`config.mk`:
```
export PLATFORM = sky130hd
export DESIGN_NAME = scdc_rom
export DESIGN_NICKNAME = d
export VERILOG_FILES = /design/src/design/scdc_rom.sv
export SDC_FILE = /design/constraint.sdc
export NUM_CORES = 1
export LEC_CHECK = 0
export ABC_AREA = 1
export BUFFER_PORTS_ARGS = -buffer_cell sky130_fd_sc_hd__buf_2
export CORE_ASPECT_RATIO = 0.8
export CORE_MARGIN = 2
export CORE_UTILIZATION = 40
export CTS_BUF_LIST = sky130_fd_sc_hd__clkbuf_16
export DETAILED_ROUTE_END_ITERATION = 12
export GPL_TIMING_DRIVEN = 0
export REMOVE_ABC_BUFFERS = 1
export SLEW_MARGIN = 0
export SYNTH_ARGS = -nofsm -noshare
export SYNTH_HDL_FRONTEND = slang
export SYNTH_SLANG_ARGS = --single-unit
```
`constraint.sdc`:
```
create_clock -name clock -period 2.4 [get_ports clock]
set_clock_uncertainty 0.05 [all_clocks]
set_input_delay 0.72 -clock clock [delete_from_list [all_inputs] [get_ports clock]]
set_output_delay 0.72 -clock clock [all_outputs]
set_load 0.03 [all_outputs]
```
`src/design/scdc_rom.sv`:
```
// logo rom, 512 bytes, registered read
module scdc_rom (
   input  logic       clock,
   input  logic [8:0] addr,
   output logic [7:0] data
);
   logic [7:0] rom [0:511];
   logic [7:0] data_ff;
   assign rom = '{
      8'h00,8'h00,8'h00,8'h00,8'h00,8'h00,8'h38,8'h00,8'h00,8'h1c,8'h00,8'h00,8'h0e,8'h00,8'h00,8'h00,
      8'h00,8'h00,8'h00,8'h00,8'h00,8'h00,8'h38,8'h00,8'h00,8'h1c,8'h00,8'h00,8'h0e,8'h00,8'h00,8'h00,
      8'h00,8'h00,8'h00,8'h00,8'h00,8'h00,8'h38,8'h00,8'h00,8'h1c,8'h00,8'h00,8'h0e,8'h00,8'h00,8'h00,
      8'h00,8'h00,8'h00,8'h00,8'h00,8'h00,8'h38,8'h00,8'h00,8'h1c,8'h00,8'h00,8'h0e,8'h00,8'h00,8'h00,
      8'h00,8'h00,8'h00,8'h00,8'h00,8'h00,8'h38,8'h00,8'h00,8'h1c,8'h00,8'h00,8'h0e,8'h00,8'h00,8'h00,
      8'h00,8'h00,8'h00,8'h00,8'h00,8'h00,8'h38,8'h00,8'h00,8'h1c,8'h00,8'h00,8'h0e,8'h00,8'h00,8'h00,
      8'h00,8'h00,8'h00,8'h00,8'h00,8'h00,8'h38,8'h00,8'h00,8'h1c,8'h00,8'h00,8'h0e,8'h00,8'h00,8'h00,
      8'h00,8'h00,8'h07,8'h00,8'he0,8'h01,8'h38,8'h70,8'h00,8'h1c,8'h38,8'h00,8'h0e,8'hc0,8'h03,8'h00,
      8'h80,8'he3,8'h3f,8'h00,8'hfc,8'h0f,8'h38,8'hfe,8'h03,8'h1c,8'hff,8'h01,8'h0e,8'hf8,8'h1f,8'h00,
      8'h80,8'hf3,8'h7f,8'h00,8'hfe,8'h1f,8'h38,8'hff,8'h0f,8'h9c,8'hff,8'h07,8'h0e,8'hfc,8'h3f,8'h00,
      8'h80,8'h3b,8'hf0,8'h00,8'h0f,8'h3c,8'hb8,8'h03,8'h1f,8'hdc,8'h81,8'h0f,8'h0e,8'h1e,8'h78,8'h00,
      8'h80,8'h0f,8'he0,8'h81,8'h03,8'h78,8'hf8,8'h01,8'h1c,8'hfc,8'h00,8'h0e,8'h0e,8'h07,8'hf0,8'h00,
      8'h80,8'h0f,8'hc0,8'h83,8'h03,8'h70,8'hf8,8'h00,8'h3c,8'h7c,8'h00,8'h1e,8'h0e,8'h07,8'he0,8'h00,
      8'h80,8'h07,8'h80,8'hc3,8'h01,8'h70,8'h78,8'h00,8'h38,8'h3c,8'h00,8'h1c,8'h8e,8'h03,8'he0,8'h00,
      8'h80,8'h03,8'h80,8'hc3,8'h01,8'h7e,8'h38,8'h00,8'h30,8'h1c,8'h00,8'h18,8'h8e,8'h03,8'hfc,8'h00,
      8'h80,8'h03,8'h00,8'hc7,8'hc1,8'h1f,8'h38,8'h00,8'h70,8'h1c,8'h00,8'h38,8'h8e,8'h83,8'h3f,8'h00,
      8'h80,8'h03,8'h00,8'hc7,8'hf9,8'h03,8'h38,8'h00,8'h70,8'h1c,8'h00,8'h38,8'h8e,8'hf3,8'h07,8'h00,
      8'h80,8'h03,8'h00,8'hc7,8'h7f,8'h00,8'h38,8'h00,8'h70,8'h1c,8'h00,8'h38,8'h8e,8'hff,8'h00,8'h00,
      8'h80,8'h03,8'h00,8'hc7,8'h0f,8'h00,8'h38,8'h00,8'h70,8'h1c,8'h00,8'h38,8'h8e,8'h1f,8'h00,8'h00,
      8'h80,8'h03,8'h80,8'hc3,8'h01,8'h00,8'h38,8'h00,8'h30,8'h1c,8'h00,8'h18,8'h8e,8'h03,8'h00,8'h00,
      8'h80,8'h07,8'h80,8'hc3,8'h01,8'h00,8'h78,8'h00,8'h38,8'h3c,8'h00,8'h1c,8'h8e,8'h03,8'h00,8'h00,
      8'h80,8'h0f,8'hc0,8'h83,8'h03,8'h00,8'hf8,8'h00,8'h38,8'h7c,8'h00,8'h1c,8'h0e,8'h07,8'h00,8'h00,
      8'h80,8'h0f,8'hc0,8'h81,8'h07,8'h70,8'hf8,8'h01,8'h1c,8'hfc,8'h00,8'h0e,8'h0e,8'h0f,8'he0,8'h00,
      8'h80,8'h3f,8'hf0,8'h00,8'h0f,8'h78,8'hb8,8'h03,8'h1f,8'hdc,8'h81,8'h0f,8'h0e,8'h1e,8'hf0,8'h00,
      8'h80,8'hf3,8'h7f,8'h00,8'hfe,8'h3f,8'h38,8'hff,8'h07,8'h9c,8'hff,8'h03,8'h0e,8'hfc,8'h7f,8'h00,
      8'h80,8'he3,8'h3f,8'h00,8'hf8,8'h0f,8'h38,8'hfe,8'h03,8'h1c,8'hff,8'h01,8'h0e,8'hf0,8'h1f,8'h00,
      8'h80,8'h03,8'h07,8'h00,8'hc0,8'h01,8'h00,8'h70,8'h00,8'h00,8'h38,8'h00,8'h00,8'h80,8'h03,8'h00,
      8'h80,8'h03,8'h00,8'h00,8'h00,8'h00,8'h00,8'h00,8'h00,8'h00,8'h00,8'h00,8'h00,8'h00,8'h00,8'h00,
      8'h80,8'h03,8'h00,8'h00,8'h00,8'h00,8'h00,8'h00,8'h00,8'h00,8'h00,8'h00,8'h00,8'h00,8'h00,8'h00,
      8'h80,8'h03,8'h00,8'h00,8'h00,8'h00,8'h00,8'h00,8'h00,8'h00,8'h00,8'h00,8'h00,8'h00,8'h00,8'h00,
      8'h80,8'h03,8'h00,8'h00,8'h00,8'h00,8'h00,8'h00,8'h00,8'h00,8'h00,8'h00,8'h00,8'h00,8'h00,8'h00,
      8'h80,8'h03,8'h00,8'h00,8'h00,8'h00,8'h00,8'h00,8'h00,8'h00,8'h00,8'h00,8'h00,8'h00,8'h00,8'h00
   };
   always_ff @(posedge clock) begin
      data_ff <= rom[addr];
   end
   assign data = data_ff;
endmodule

```
==> flow_summary.ini <==
[floorplan]
start_util_pct = 41.9
die_y_um = 77.7
core_um2 = 6470
die_area_um2 = 7460
die_x_um = 96.1
num_rows = 26
io_pins = 18

[layout]
largest_reg_flops = 8
instances_no_fill = 663
fin_nets = 602
area_delta_synth_final_pct = 15.2
final_util_pct = 48.3
drive_gt1_share_pct = 13.8
n_fill_cell = 765
diodes = 0

[sta]
worst_slack_ns = 0.0582
hold_viol_final = 0
min_period_over_period_pct = 97.6
slew_headroom_pct = 65.3
grt_setup_unrepaired = yes
final-setup-viol-count = 0
slew_violations = 0
max_freq_mhz = 427
worst_pin_slew_ns = 0.521
fin_tns_setup_ns = 0
fin_crit_ns = 2.34

[power]
power_mw = 1.13
worst_ir_drop_vdd_uv = 172
p_leak_nw = 1.66
power_density_nw_per_um2 = 361

[cts]
clock-sinks = 8
cts_tree = built
htreeDepth = 1
cts_root_buf = clkbuf_16
numCtsBuffers = 3
path_clk_slew_ns = 0.04
ctsHoldBuffers = 0
max-clock-path-buffers = 2

[detailed_routing]
drt-initial-drc-count = 754
wl_met3_um = 1890
vias = 4199
wl_per_cell_um = 20.9
drc = 0
viasPerCell = 6.33
drt-total-wl_um = 13900
highest_layer = met4
wl_met2_um = 5700
dr.pass1.iters = 6
routedLengthMet1_um = 5630
ant_nets = 0

[place]
gp_congestion = 1.06
place_inst = 646
hpwl_um = 9670
post-place-ws_ns = -0.774
port_buffers = 17

[global_route]
antenna_found_initial = 0
grt_pass1_vias = 3810
grt_max_degree = 43
grt_usage_pct = 38.5
grt_first_pass_wirelength_um = 21500
overflow = 0

[synth]
synth.cell_area_um2 = 2710
ys_seq_area_share_pct = 5.90
syn_area_per_cell_um2 = 4.74
synth.distinct_cells = 27
yosysWarnings = 0
ys_seq_elements = 8
syn_inst = 573

[outcome]
status = finished clean

[flow_run]
cap_violations = 0

[worst_setup_path]
path_class = input pin to register
cp-start-kind = input pin
worst_ep_required_time_ns = 2.49
cp-end-kind = register
critPathArrivalTime_ns = 2.43
cp_max_fo = 8

[hold_path]
hp-class = input pin to register
==> metal layers <==
layer	vias up	track usage, %
met5	-	0
met4	0	14.3
met3	73	8.06
met2	341	57.1
met1	1907	54.1
li1	1878	-
==> worst paths after layout <==
path / start / endpoint / slack, ns / cells past startpoint
max: addr[0] / data[5] / 0.06 / 11
min: addr[8] / data[3] / 0.83 / 3
==> what timing repair did <==
| item | CTS | global route |
|---|---|---|
| gates resized for setup | 24 | 26 |
| pin swaps | 2 | 2 |
| buffers inserted | 11 | 3 |
| endpoints found under the setup margin | 8 | 8 |
==> per-stage QoR <==
stage | cell area, µm² | hold WS, ns
final | 3130 | 0.833
after global routing | 3130 | 0.841
after CTS | 3020 | 0.823
after detailed placement | 2770 | 1.07
after global placement | 2760 | 1.07
after floorplan | 2570 | 0.773
==> cell families after synthesis <==
group | count (synthesis) | synth area share [%]
AOI/OAI and AO/OA | 92 | 18.3
buffers and inverters | 71 | 11.2
adders and majority gates | 11 | 5.07
DFF | 8 | 5.90
and+or+nand+nor | 391 | 59.4
==> critical path, cell delays in order <==
cell and delay, ns:
buf_4 0.17, clkinvlp_4 0.18, ha_1 0.33, nand3_1 0.33
o21ai_1 0.19, o21ai_0 0.19, nand2_1 0.07, nand3_1 0.10
nand2_1 0.05, nand2_1 0.05, nand2_1 0.05
==> cell usage in the layout (no fill, tap or decap), types with 5 or more instances in the layout <==
master      instances
dfxtp_1             8
nand3_1            67
o21ai_1            30
nor2_4              5
buf_4              17
nor2_1             41
clkinvlp_4          5
inv_2               7
nand2_2            10
a21oi_1            28
nand4_1             8
inv_1              29
ha_1                9
nor2_2              7
nand2_1           247
o21ai_0            15
buf_2              10
==> power by group <==
part           internal, mW  switching [mW]
clock network         0.217          0.0885
logic                 0.194           0.477
registers             0.149         0.00306
==> layout make-up <==
type	count	area, µm²	area share [%]
timing repair buffer	32	243	7.76
sequential	8	160	5.12
tap	84	105	3.36
clock buffer	3	75.1	2.40
inverter	42	179	5.72
multi-input combinational	494	2360	75.6
==> synthesized netlist by cell type, drive strengths merged <==
| cell | number | area share [%] |
|---|---|---|
| a31oi | 3 | 0.69 |
| o22ai | 3 | 0.69 |
| inv | 42 | 5.8 |
| o21ai | 45 | 8.3 |
| nand3 | 69 | 13 |
| o2111ai | 2 | 0.65 |
| clkbuf | 8 | 1.1 |
| a41oi | 2 | 0.65 |
| nor2 | 53 | 8.3 |
| nand2 | 260 | 36 |
| dfxtp | 8 | 5.9 |
| o211ai | 4 | 1.1 |
| o31ai | 2 | 0.55 |
| ha | 11 | 5.1 |
| nor3 | 1 | 0.18 |
| nand4 | 8 | 1.8 |
| a21oi | 31 | 5.7 |
| buf | 21 | 4.3 |
Power figures use the tool's default switching activity.
