[config.mk]
export PLATFORM = sky130hd
export DESIGN_NAME = scdc_controller
export DESIGN_NICKNAME = d
export VERILOG_FILES = /design/src/design/scdc_pkg.sv /design/src/design/scdc_controller.sv
export SDC_FILE = /design/constraint.sdc
export NUM_CORES = 1
export LEC_CHECK = 0
export ABC_AREA = 1
export BUFFER_PORTS_ARGS = -buffer_cell sky130_fd_sc_hd__buf_2
export CAP_MARGIN = 30
export CORE_UTILIZATION = 49
export CTS_CLUSTER_SIZE = 10
export DETAILED_ROUTE_END_ITERATION = 8
export GPL_TIMING_DRIVEN = 0
export PLACE_DENSITY = 0.76
export SLEW_MARGIN = 20
export SYNTH_ARGS = -nofsm -noshare
export SYNTH_HDL_FRONTEND = slang
export SYNTH_SLANG_ARGS = --single-unit
[constraint.sdc]
create_clock -name clock -period 7 [get_ports clock]
set_clock_uncertainty 0.15 [all_clocks]
set_input_delay 1.05 -clock clock [delete_from_list [all_inputs] [get_ports clock]]
set_output_delay 1.05 -clock clock [all_outputs]
set_load 0.01 [all_outputs]
[src/design/scdc_pkg.sv]
// shared types and constants for the spi column display controller
package scdc_pkg;

   localparam int COLUMNS     = 148;
   localparam int ROWS        = 172;
   localparam int PAD_BOTTOM  = 16;
   localparam int PAD_TOP     = 17;
   localparam int STORE_DEPTH = COLUMNS * ROWS;

   localparam logic [2:0] FUNC_SPI    = 3'd0;
   localparam logic [2:0] FUNC_SELECT = 3'd1;
   localparam logic [2:0] FUNC_RESET  = 3'd2;
   localparam logic [2:0] FUNC_CLOCK  = 3'd3;
   localparam logic [2:0] FUNC_READ   = 3'd4;
   localparam logic [2:0] FUNC_ACK    = 3'd5;

   localparam logic [2:0] MODE_PROG   = 3'd0;
   localparam logic [2:0] MODE_CMD    = 3'd1;
   localparam logic [2:0] MODE_PARAM  = 3'd2;
   localparam logic [2:0] MODE_SCENE  = 3'd3;
   localparam logic [2:0] MODE_LINENO = 3'd4;
   localparam logic [2:0] MODE_DATA   = 3'd5;

   localparam logic [7:0] COLOR_BLACK = 8'h00;
   localparam logic [7:0] COLOR_RED   = 8'hC0;
   localparam logic [7:0] COLOR_GREEN = 8'h30;
   localparam logic [7:0] COLOR_BLUE  = 8'h0C;

   localparam logic [7:0] CMD_SET_PARAM   = 8'd1;
   localparam logic [7:0] CMD_DRAW_SCENE  = 8'd4;
   localparam logic [7:0] CMD_FRAME_BEGIN = 8'd0;
   localparam logic [7:0] CMD_FRAME_DATA  = 8'd1;
   localparam logic [7:0] CMD_FRAME_END   = 8'd2;

   localparam logic [7:0] SCENE_BLACK = 8'd0;
   localparam logic [7:0] SCENE_LOGO  = 8'd1;
   localparam logic [7:0] SCENE_GREEN = 8'd2;
   localparam logic [7:0] SCENE_BLUE  = 8'd3;

   localparam int LOGO_X = 8;
   localparam int LOGO_Y = 68;
   localparam int LOGO_W = 128;
   localparam int LOGO_H = 32;

   localparam logic [1:0] CSR_COMMAND_SET = 2'd0;
   localparam logic [1:0] CSR_THRESHOLD   = 2'd1;

   // controller to datapath: one memory operation
   typedef struct packed {
      logic        wr_en;
      logic [14:0] wr_addr;
      logic [7:0]  wr_data;
      logic        rd_en;
      logic [14:0] rd_addr;
   } mem_cmd_type;

endpackage

[src/design/scdc_controller.sv]
// event decoder, command state machine, fill sequencer and output register
module scdc_controller (
   input  logic                  clock,
   input  logic                  reset,
   input  logic                  csr_write,
   input  logic [1:0]            csr_index,
   input  logic [7:0]            csr_data,
   input  logic                  req_valid,
   output logic                  req_stall,
   input  logic [2:0]            req_func,
   input  logic [7:0]            req_data_byte,
   input  logic                  req_pin_level,
   input  logic [7:0]            req_read_column,
   input  logic [7:0]            req_read_row,
   output logic                  rsp_valid,
   input  logic                  rsp_stall,
   output logic                  rsp_busy_n_level,
   output logic                  rsp_prog_done_level,
   output logic [7:0]            rsp_pixel_byte,
   output logic                  rsp_frame_ready,
   output logic [31:0]           rsp_parameter_value,
   output scdc_pkg::mem_cmd_type mem_cmd,
   input  logic [7:0]            rd_data,
   output logic [8:0]            rom_addr,
   input  logic [7:0]            rom_data
);
   import scdc_pkg::*;

   localparam int DEPTH     = ROWS * COLUMNS;
   localparam int FIRST_TOP = ROWS + PAD_BOTTOM;
   localparam int LAST      = ROWS + PAD_BOTTOM + PAD_TOP - 1;
   localparam int LOGO_N    = LOGO_W * LOGO_H;

   localparam logic [2:0] ST_IDLE  = 3'd0;
   localparam logic [2:0] ST_CLEAR = 3'd1;
   localparam logic [2:0] ST_FILL  = 3'd2;
   localparam logic [2:0] ST_LOGO  = 3'd3;
   localparam logic [2:0] ST_READ  = 3'd4;
   localparam logic [2:0] ST_OUT   = 3'd5;

   logic [2:0]  st_ff, st_in;
   logic [14:0] cnt_ff, cnt_in;
   logic [7:0]  color_ff, color_in;
   logic        logo_wr_ff, logo_wr_in;
   logic [11:0] logo_i_ff, logo_i_in;

   logic        cset_ff;
   logic [7:0]  thr_ff;
   logic [2:0]  mode_ff, mode_in;
   logic [31:0] param_ff, param_in;
   logic [2:0]  pcnt_ff, pcnt_in;
   logic [7:0]  col_ff, col_in;
   logic [8:0]  row_ff, row_in;
   logic        sel_ff, sel_in, clk_ff, clk_in;
   logic [7:0]  edge_ff, edge_in;
   logic        busy_ff, busy_in, pdone_ff, pdone_in, redraw_ff, redraw_in;
   logic        ovalid_ff, ovalid_in;
   logic [7:0]  pix_ff, pix_in;

   logic        accept;
   logic [14:0] logo_addr;
   logic        logo_in_range;
   logic [7:0]  logo_x, logo_y;
   logic        logo_bit;

   assign accept    = req_valid && !req_stall;
   assign req_stall = (st_ff != ST_IDLE) || ovalid_ff;
   assign rsp_valid = ovalid_ff && (st_ff == ST_IDLE);

   // logo pixel under the registered rom read
   assign logo_x = 8'(LOGO_X + int'(logo_i_ff[6:0]));
   assign logo_y = 8'(LOGO_Y + int'(logo_i_ff[11:7]));
   assign logo_in_range = (int'(logo_x) < COLUMNS) && (int'(logo_y) < ROWS);
   assign logo_addr = 15'(int'(logo_y) * COLUMNS + int'(logo_x));
   assign logo_bit  = rom_data[logo_i_ff[2:0]];
   assign rom_addr  = logo_i_in[11:3];

   always_ff @(posedge clock) begin
      if (reset) begin
         cset_ff <= 1'b1;
         thr_ff  <= 8'd50;
      end else if (csr_write) begin
         case (csr_index)
            CSR_COMMAND_SET: cset_ff <= csr_data[0];
            CSR_THRESHOLD:   thr_ff  <= csr_data;
            default: ;
         endcase
      end
   end

   always_comb begin
      st_in = st_ff; cnt_in = cnt_ff; color_in = color_ff;
      logo_wr_in = 1'b0; logo_i_in = logo_i_ff;
      mode_in = mode_ff; param_in = param_ff; pcnt_in = pcnt_ff;
      col_in = col_ff; row_in = row_ff; sel_in = sel_ff; clk_in = clk_ff;
      edge_in = edge_ff; busy_in = busy_ff; pdone_in = pdone_ff;
      redraw_in = redraw_ff; ovalid_in = ovalid_ff; pix_in = pix_ff;
      mem_cmd = '0;

      if (ovalid_ff && st_ff == ST_IDLE && !rsp_stall) begin
         ovalid_in = 1'b0;
      end

      case (st_ff)
         ST_CLEAR, ST_FILL: begin
            mem_cmd.wr_en   = 1'b1;
            mem_cmd.wr_addr = cnt_ff;
            mem_cmd.wr_data = color_ff;
            cnt_in = cnt_ff + 15'd1;
            if (int'(cnt_ff) == DEPTH - 1) begin
               st_in = ST_IDLE;
            end
         end
         ST_LOGO: begin
            // rom data of logo_i_ff is valid once logo_wr_ff is set
            if (logo_wr_ff) begin
               mem_cmd.wr_en   = logo_in_range;
               mem_cmd.wr_addr = logo_addr;
               mem_cmd.wr_data = logo_bit ? COLOR_RED : COLOR_BLACK;
               if (int'(logo_i_ff) == LOGO_N - 1) begin
                  st_in = ST_IDLE;
               end else begin
                  logo_i_in  = logo_i_ff + 12'd1;
                  logo_wr_in = 1'b1;
               end
            end else begin
               logo_wr_in = 1'b1;
            end
         end
         ST_READ: begin
            st_in = ST_OUT;
         end
         ST_OUT: begin
            pix_in = rd_data;
            st_in  = ST_IDLE;
         end
         default: begin
            if (accept) begin
               ovalid_in = 1'b1;
               pix_in    = 8'h00;
               case (req_func)
                  FUNC_SPI: begin
                     if (!sel_ff) begin
                        case (mode_ff)
                           MODE_CMD: begin
                              busy_in = 1'b1;
                              if (!cset_ff) begin
                                 if (req_data_byte == CMD_SET_PARAM) begin
                                    mode_in = MODE_PARAM; pcnt_in = 3'd0;
                                 end else if (req_data_byte == CMD_DRAW_SCENE) begin
                                    mode_in = MODE_SCENE;
                                 end else begin
                                    busy_in = 1'b0; mode_in = MODE_CMD; pcnt_in = 3'd0;
                                 end
                              end else begin
                                 if (req_data_byte == CMD_FRAME_BEGIN) begin
                                    busy_in = 1'b1;
                                 end else if (req_data_byte == CMD_FRAME_DATA) begin
                                    mode_in = MODE_LINENO;
                                 end else begin
                                    if (req_data_byte == CMD_FRAME_END) begin
                                       redraw_in = 1'b1;
                                    end
                                    busy_in = 1'b0; mode_in = MODE_CMD; pcnt_in = 3'd0;
                                 end
                              end
                           end
                           MODE_PARAM: begin
                              case (pcnt_ff[1:0])
                                 2'd0:    param_in[7:0]   = req_data_byte;
                                 2'd1:    param_in[15:8]  = req_data_byte;
                                 2'd2:    param_in[23:16] = req_data_byte;
                                 default: param_in[31:24] = req_data_byte;
                              endcase
                              pcnt_in = pcnt_ff + 3'd1;
                              if (pcnt_ff >= 3'd3) begin
                                 busy_in = 1'b0; mode_in = MODE_CMD; pcnt_in = 3'd0;
                              end
                           end
                           MODE_SCENE: begin
                              busy_in = 1'b0; mode_in = MODE_CMD; pcnt_in = 3'd0;
                              redraw_in = 1'b1;
                              cnt_in = '0;
                              case (req_data_byte)
                                 SCENE_BLACK: begin st_in = ST_FILL; color_in = COLOR_BLACK; end
                                 SCENE_GREEN: begin st_in = ST_FILL; color_in = COLOR_GREEN; end
                                 SCENE_BLUE:  begin st_in = ST_FILL; color_in = COLOR_BLUE;  end
                                 SCENE_LOGO:  begin st_in = ST_LOGO; logo_i_in = '0; end
                                 default: ;
                              endcase
                           end
                           MODE_LINENO: begin
                              col_in  = (int'(req_data_byte) >= COLUMNS) ? 8'd0 : req_data_byte;
                              row_in  = 9'd0;
                              mode_in = MODE_DATA;
                              busy_in = 1'b1;
                           end
                           MODE_DATA: begin
                              if (int'(row_ff) >= LAST) begin
                                 mode_in = MODE_LINENO;
                                 busy_in = 1'b0;
                              end else begin
                                 if (int'(row_ff) >= PAD_BOTTOM && int'(row_ff) < FIRST_TOP) begin
                                    mem_cmd.wr_en   = 1'b1;
                                    mem_cmd.wr_addr = 15'((FIRST_TOP - 1 - int'(row_ff))
                                                      * COLUMNS + int'(col_ff));
                                    mem_cmd.wr_data = req_data_byte;
                                 end
                                 row_in = row_ff + 9'd1;
                              end
                           end
                           default: ;
                        endcase
                     end
                  end
                  FUNC_SELECT: begin
                     sel_in = req_pin_level;
                     if (req_pin_level && mode_ff != MODE_PROG) begin
                        busy_in = 1'b0; mode_in = MODE_CMD; pcnt_in = 3'd0;
                     end
                  end
                  FUNC_RESET: begin
                     pdone_in = 1'b0;
                     if (!req_pin_level) begin
                        busy_in = 1'b1; edge_in = 8'd0; mode_in = MODE_PROG;
                     end
                  end
                  FUNC_CLOCK: begin
                     if (sel_ff) begin
                        edge_in = (req_pin_level && !clk_ff && edge_ff != 8'hFF)
                                  ? edge_ff + 8'd1 : edge_ff;
                        if (edge_in > thr_ff) begin
                           pdone_in = 1'b1;
                           if (mode_ff == MODE_PROG) begin
                              busy_in = 1'b0; mode_in = MODE_CMD; pcnt_in = 3'd0;
                           end
                        end
                     end
                     clk_in = req_pin_level;
                  end
                  FUNC_READ: begin
                     if (int'(req_read_column) < COLUMNS && int'(req_read_row) < ROWS) begin
                        mem_cmd.rd_en   = 1'b1;
                        mem_cmd.rd_addr = 15'(int'(req_read_row) * COLUMNS
                                          + int'(req_read_column));
                        st_in = ST_READ;
                     end
                  end
                  FUNC_ACK: redraw_in = 1'b0;
                  default: ;
               endcase
            end
         end
      endcase
   end

   always_ff @(posedge clock) begin
      if (reset) begin
         st_ff <= ST_CLEAR; cnt_ff <= '0; color_ff <= COLOR_BLACK;
         logo_wr_ff <= 1'b0; logo_i_ff <= '0;
         mode_ff <= MODE_PROG; param_ff <= '0; pcnt_ff <= '0;
         col_ff <= '0; row_ff <= '0; sel_ff <= 1'b0; clk_ff <= 1'b0;
         edge_ff <= '0; busy_ff <= 1'b0; pdone_ff <= 1'b0; redraw_ff <= 1'b0;
         ovalid_ff <= 1'b0; pix_ff <= '0;
      end else begin
         st_ff <= st_in; cnt_ff <= cnt_in; color_ff <= color_in;
         logo_wr_ff <= logo_wr_in; logo_i_ff <= logo_i_in;
         mode_ff <= mode_in; param_ff <= param_in; pcnt_ff <= pcnt_in;
         col_ff <= col_in; row_ff <= row_in; sel_ff <= sel_in; clk_ff <= clk_in;
         edge_ff <= edge_in; busy_ff <= busy_in; pdone_ff <= pdone_in;
         redraw_ff <= redraw_in; ovalid_ff <= ovalid_in; pix_ff <= pix_in;
      end
   end

   assign rsp_busy_n_level    = busy_ff;
   assign rsp_prog_done_level = pdone_ff;
   assign rsp_pixel_byte      = pix_ff;
   assign rsp_frame_ready     = redraw_ff;
   assign rsp_parameter_value = param_ff;
endmodule

==> results.md <==
* Outcome: finished clean
* Largest area contributor in the netlist: dfxtp_1
* Initial antenna violation count at 0
* Cells after DPL at 2028
* Post-Syn Area at 10700 um2
* CTS H-tree lvls at 4
* Clk_lat worst skew at 0.43 ns
* Post-CTS setup buffer count at 0
* Die area at 22400 um2
* Nets at 1956
* Crit path kind: flip-flop to output pin
* Via/cell ratio at 5.30
* Final Instance Area at 12400 um2
* Yosys reg bits at 119
* Total grt overflow at 0
* TritonCTS buffer count at 17
* Most common cell in the netlist: nand2_1
* Placed Instance Area at 11800 um2
* Final WL at 28500 um
* Worst Tran Pin Value at 0.809 ns
* Final setup vio count at 0
* Pwr dens at 181 nW/um2
* ANT cells at 0
* Starting Density at 50.3%
* HP Class: flip-flop to flip-flop
* Clock buffer depth at 2
* Ys flop type: dfxtp_1
* RSZ-0062 raised after global routing: false
* CP endpoint kind: output pin
* Startpoint types: flip-flop
* Largest net degree at the start of global routing at 17
* I/O Pins at 153
* Via count at 10900
* FF+latch area at 2380 um2
* Count of standard-cell rows at 53
* Detailed Routing Iterations Pass 1 at 5
* Die height at 150 um
* Dpl ws at 1.61 ns
* CTS Sinks at 119
* EDFF count, synth at 0
* Crit path time final at 5.67 ns
* Post-synthesis cell count at 1604
* Post-synthesis sequential area ratio at 22.3%
* GP Congestion at 0.937
* Critical Path AT at 4.47 ns
* Overall power at 2.24 mW
* Leak Pwr at 6.17 nW
* Final ANT Viol Nets at 0
* Fin cells at 2061
* Top post-synthesis cells by area: dfxtp_1 (22%), nand2_1 (13%), ha_1 (13%)
* Worst vdd ir at 0.168 mV
* Share of layout cells above drive strength 1 at 16.0%
* CTS Hold Bufs at 0
* Worst path required time at 5.80 ns
* PortBufs at 149
* Setup_tns at 0 ns
* Synth top area share at 22.3%
* Vias in the first global route at 10000
* Gr usage total at 26.0%
* Final Max Slew Viols at 0
* Final period util at 81.0%
* Hold Fails Final Rpt at 0
* Cells resized by post-CTS repair at 0
* Final worst slack at 1.33 ns
* Syn-to-layout area delta at 16.0%
* Final design utilization at 58.4%
* CP max FO at 9
* First-pass GRT wire length at 46600 um
* Synth cell types at 56
* Drc violations at 0
* Commonest cells in the netlist: nand2_1 (363), inv_1 (262), nor2_1 (145)
* Maxcap violations at 0
* Clk slew on worst S/H paths at 0.06 ns
* R2R Setup Slk at 3.78 ns
* Synth warnings at 0
* Fill cells at 2063
* Die width at 150 um
* Fmax at 176 MHz
* Async set or reset register ratio after synthesis at 0%
* Wire per inst at 13.8 um
* Post-synth net total at 1787
* CTS tree: built
* Clk Tree Root Cell: clkbuf_16
* Avg Inst Size Synth at 6.65 um2
* Core Box Area at 21200 um2
* Area of the multi-input gates at 7030 um2
* Hpwl dp at 22700 um
* Rel. slew slack at 46.1%
* Fin Hold WS at 0.298 ns
* Iteration-0 DRC Markers at 693
-- layout by cell type, fill, tap and decap left out, types with 6 or more instances in the layout --
cell type and count:
a211oi_2 24, a21oi_1 108, a31oi_1 10, buf_2 155, buf_4 13, clkbuf_1 15, clkbuf_16 17, dfxtp_1 119
fa_1 16, ha_1 108, inv_1 262, inv_2 8, nand2_1 363, nand2_2 7, nand3_1 119, nand3b_1 11
nand4_1 44, nor2_1 145, nor2_2 10, nor3_1 24, o211ai_1 16, o21ai_0 64, o221ai_1 6, or2_2 6
xor2_1 24
-- report_power, final --
group	internal (mW)	switching, mW
sequential	0.705	0.0256
clock	0.573	0.329
combinational	0.187	0.422
-- layout make-up --
type / instances / area share (%)
buffer: 39 / 1.88
clock buffer: 23 / 4.02
clock inverter: 9 / 0.930
inverter: 274 / 8.33
multi-input combinational: 1172 / 56.7
sequential: 119 / 19.2
tap: 275 / 2.78
timing repair buffer: 150 / 6.08
-- state kept, by name, summed over array words and instances (netlist names), 8 cells and up --
name,cells
rsp_parameter_value,32
logo_i_ff,12
rsp_pixel_byte,8
col_ff,8
edge_ff,8
row_ff,9
thr_ff,8
cnt_ff,15
-- metal layers --
metal	wire [um]	global-route usage, %
met4	785	8.78
met1	12700	32.7
met2	13200	45.0
met5	0	0
met3	1700	3.84
-- logic make-up (layout without fill, tap and decap cells) --
| group | count (synthesis) | in the layout | share of synthesized area, % |
|---|---|---|---|
| XOR/XNOR | 29 | 29 | 2.38 |
| AND/OR/NAND/NOR | 761 | 761 | 32.6 |
| buffers and inverters | 313 | 495 | 11.8 |
| multiplexers | 1 | 1 | 0.0938 |
| AO/OA/AOI/OAI | 256 | 256 | 15.1 |
| adder cells (fa/ha/maj) | 124 | 124 | 15.7 |
| flip-flops | 119 | 119 | 22.3 |
| other | 1 | 1 | 0.0351 |
-- worst max-delay path, cell delays in order, from the launching register on --
cell and delay (ns):
dfxtp_1 0.51, ha_1 0.29, nand2_1 0.11, xor2_1 0.43, ha_1 0.32, ha_1 0.27, inv_1 0.05, fa_1 0.50
inv_1 0.04, ha_1 0.35, nand2_1 0.13, inv_1 0.05, a21oi_1 0.19, nand2_1 0.07, nand2_1 0.05, nand2_1 0.09
nor2_1 0.16, nand2_1 0.07, nand2_1 0.06, nand3_1 0.07, nand3_1 0.09, buf_2 0.13
-- worst paths after layout --
| kind | startpoint | end | depth (start not counted) |
|---|---|---|---|
| worst min-delay path | col_ff[1] | col_ff[1] | 2 |
| worst max-delay path | row_ff[2] | mem_cmd[37] | 21 |
| worst max register to register | edge_ff[0] | pcnt_ff[2] | 20 |
| worst min register to register | col_ff[1] | col_ff[1] | 2 |
Power figures use the tool's default switching activity.
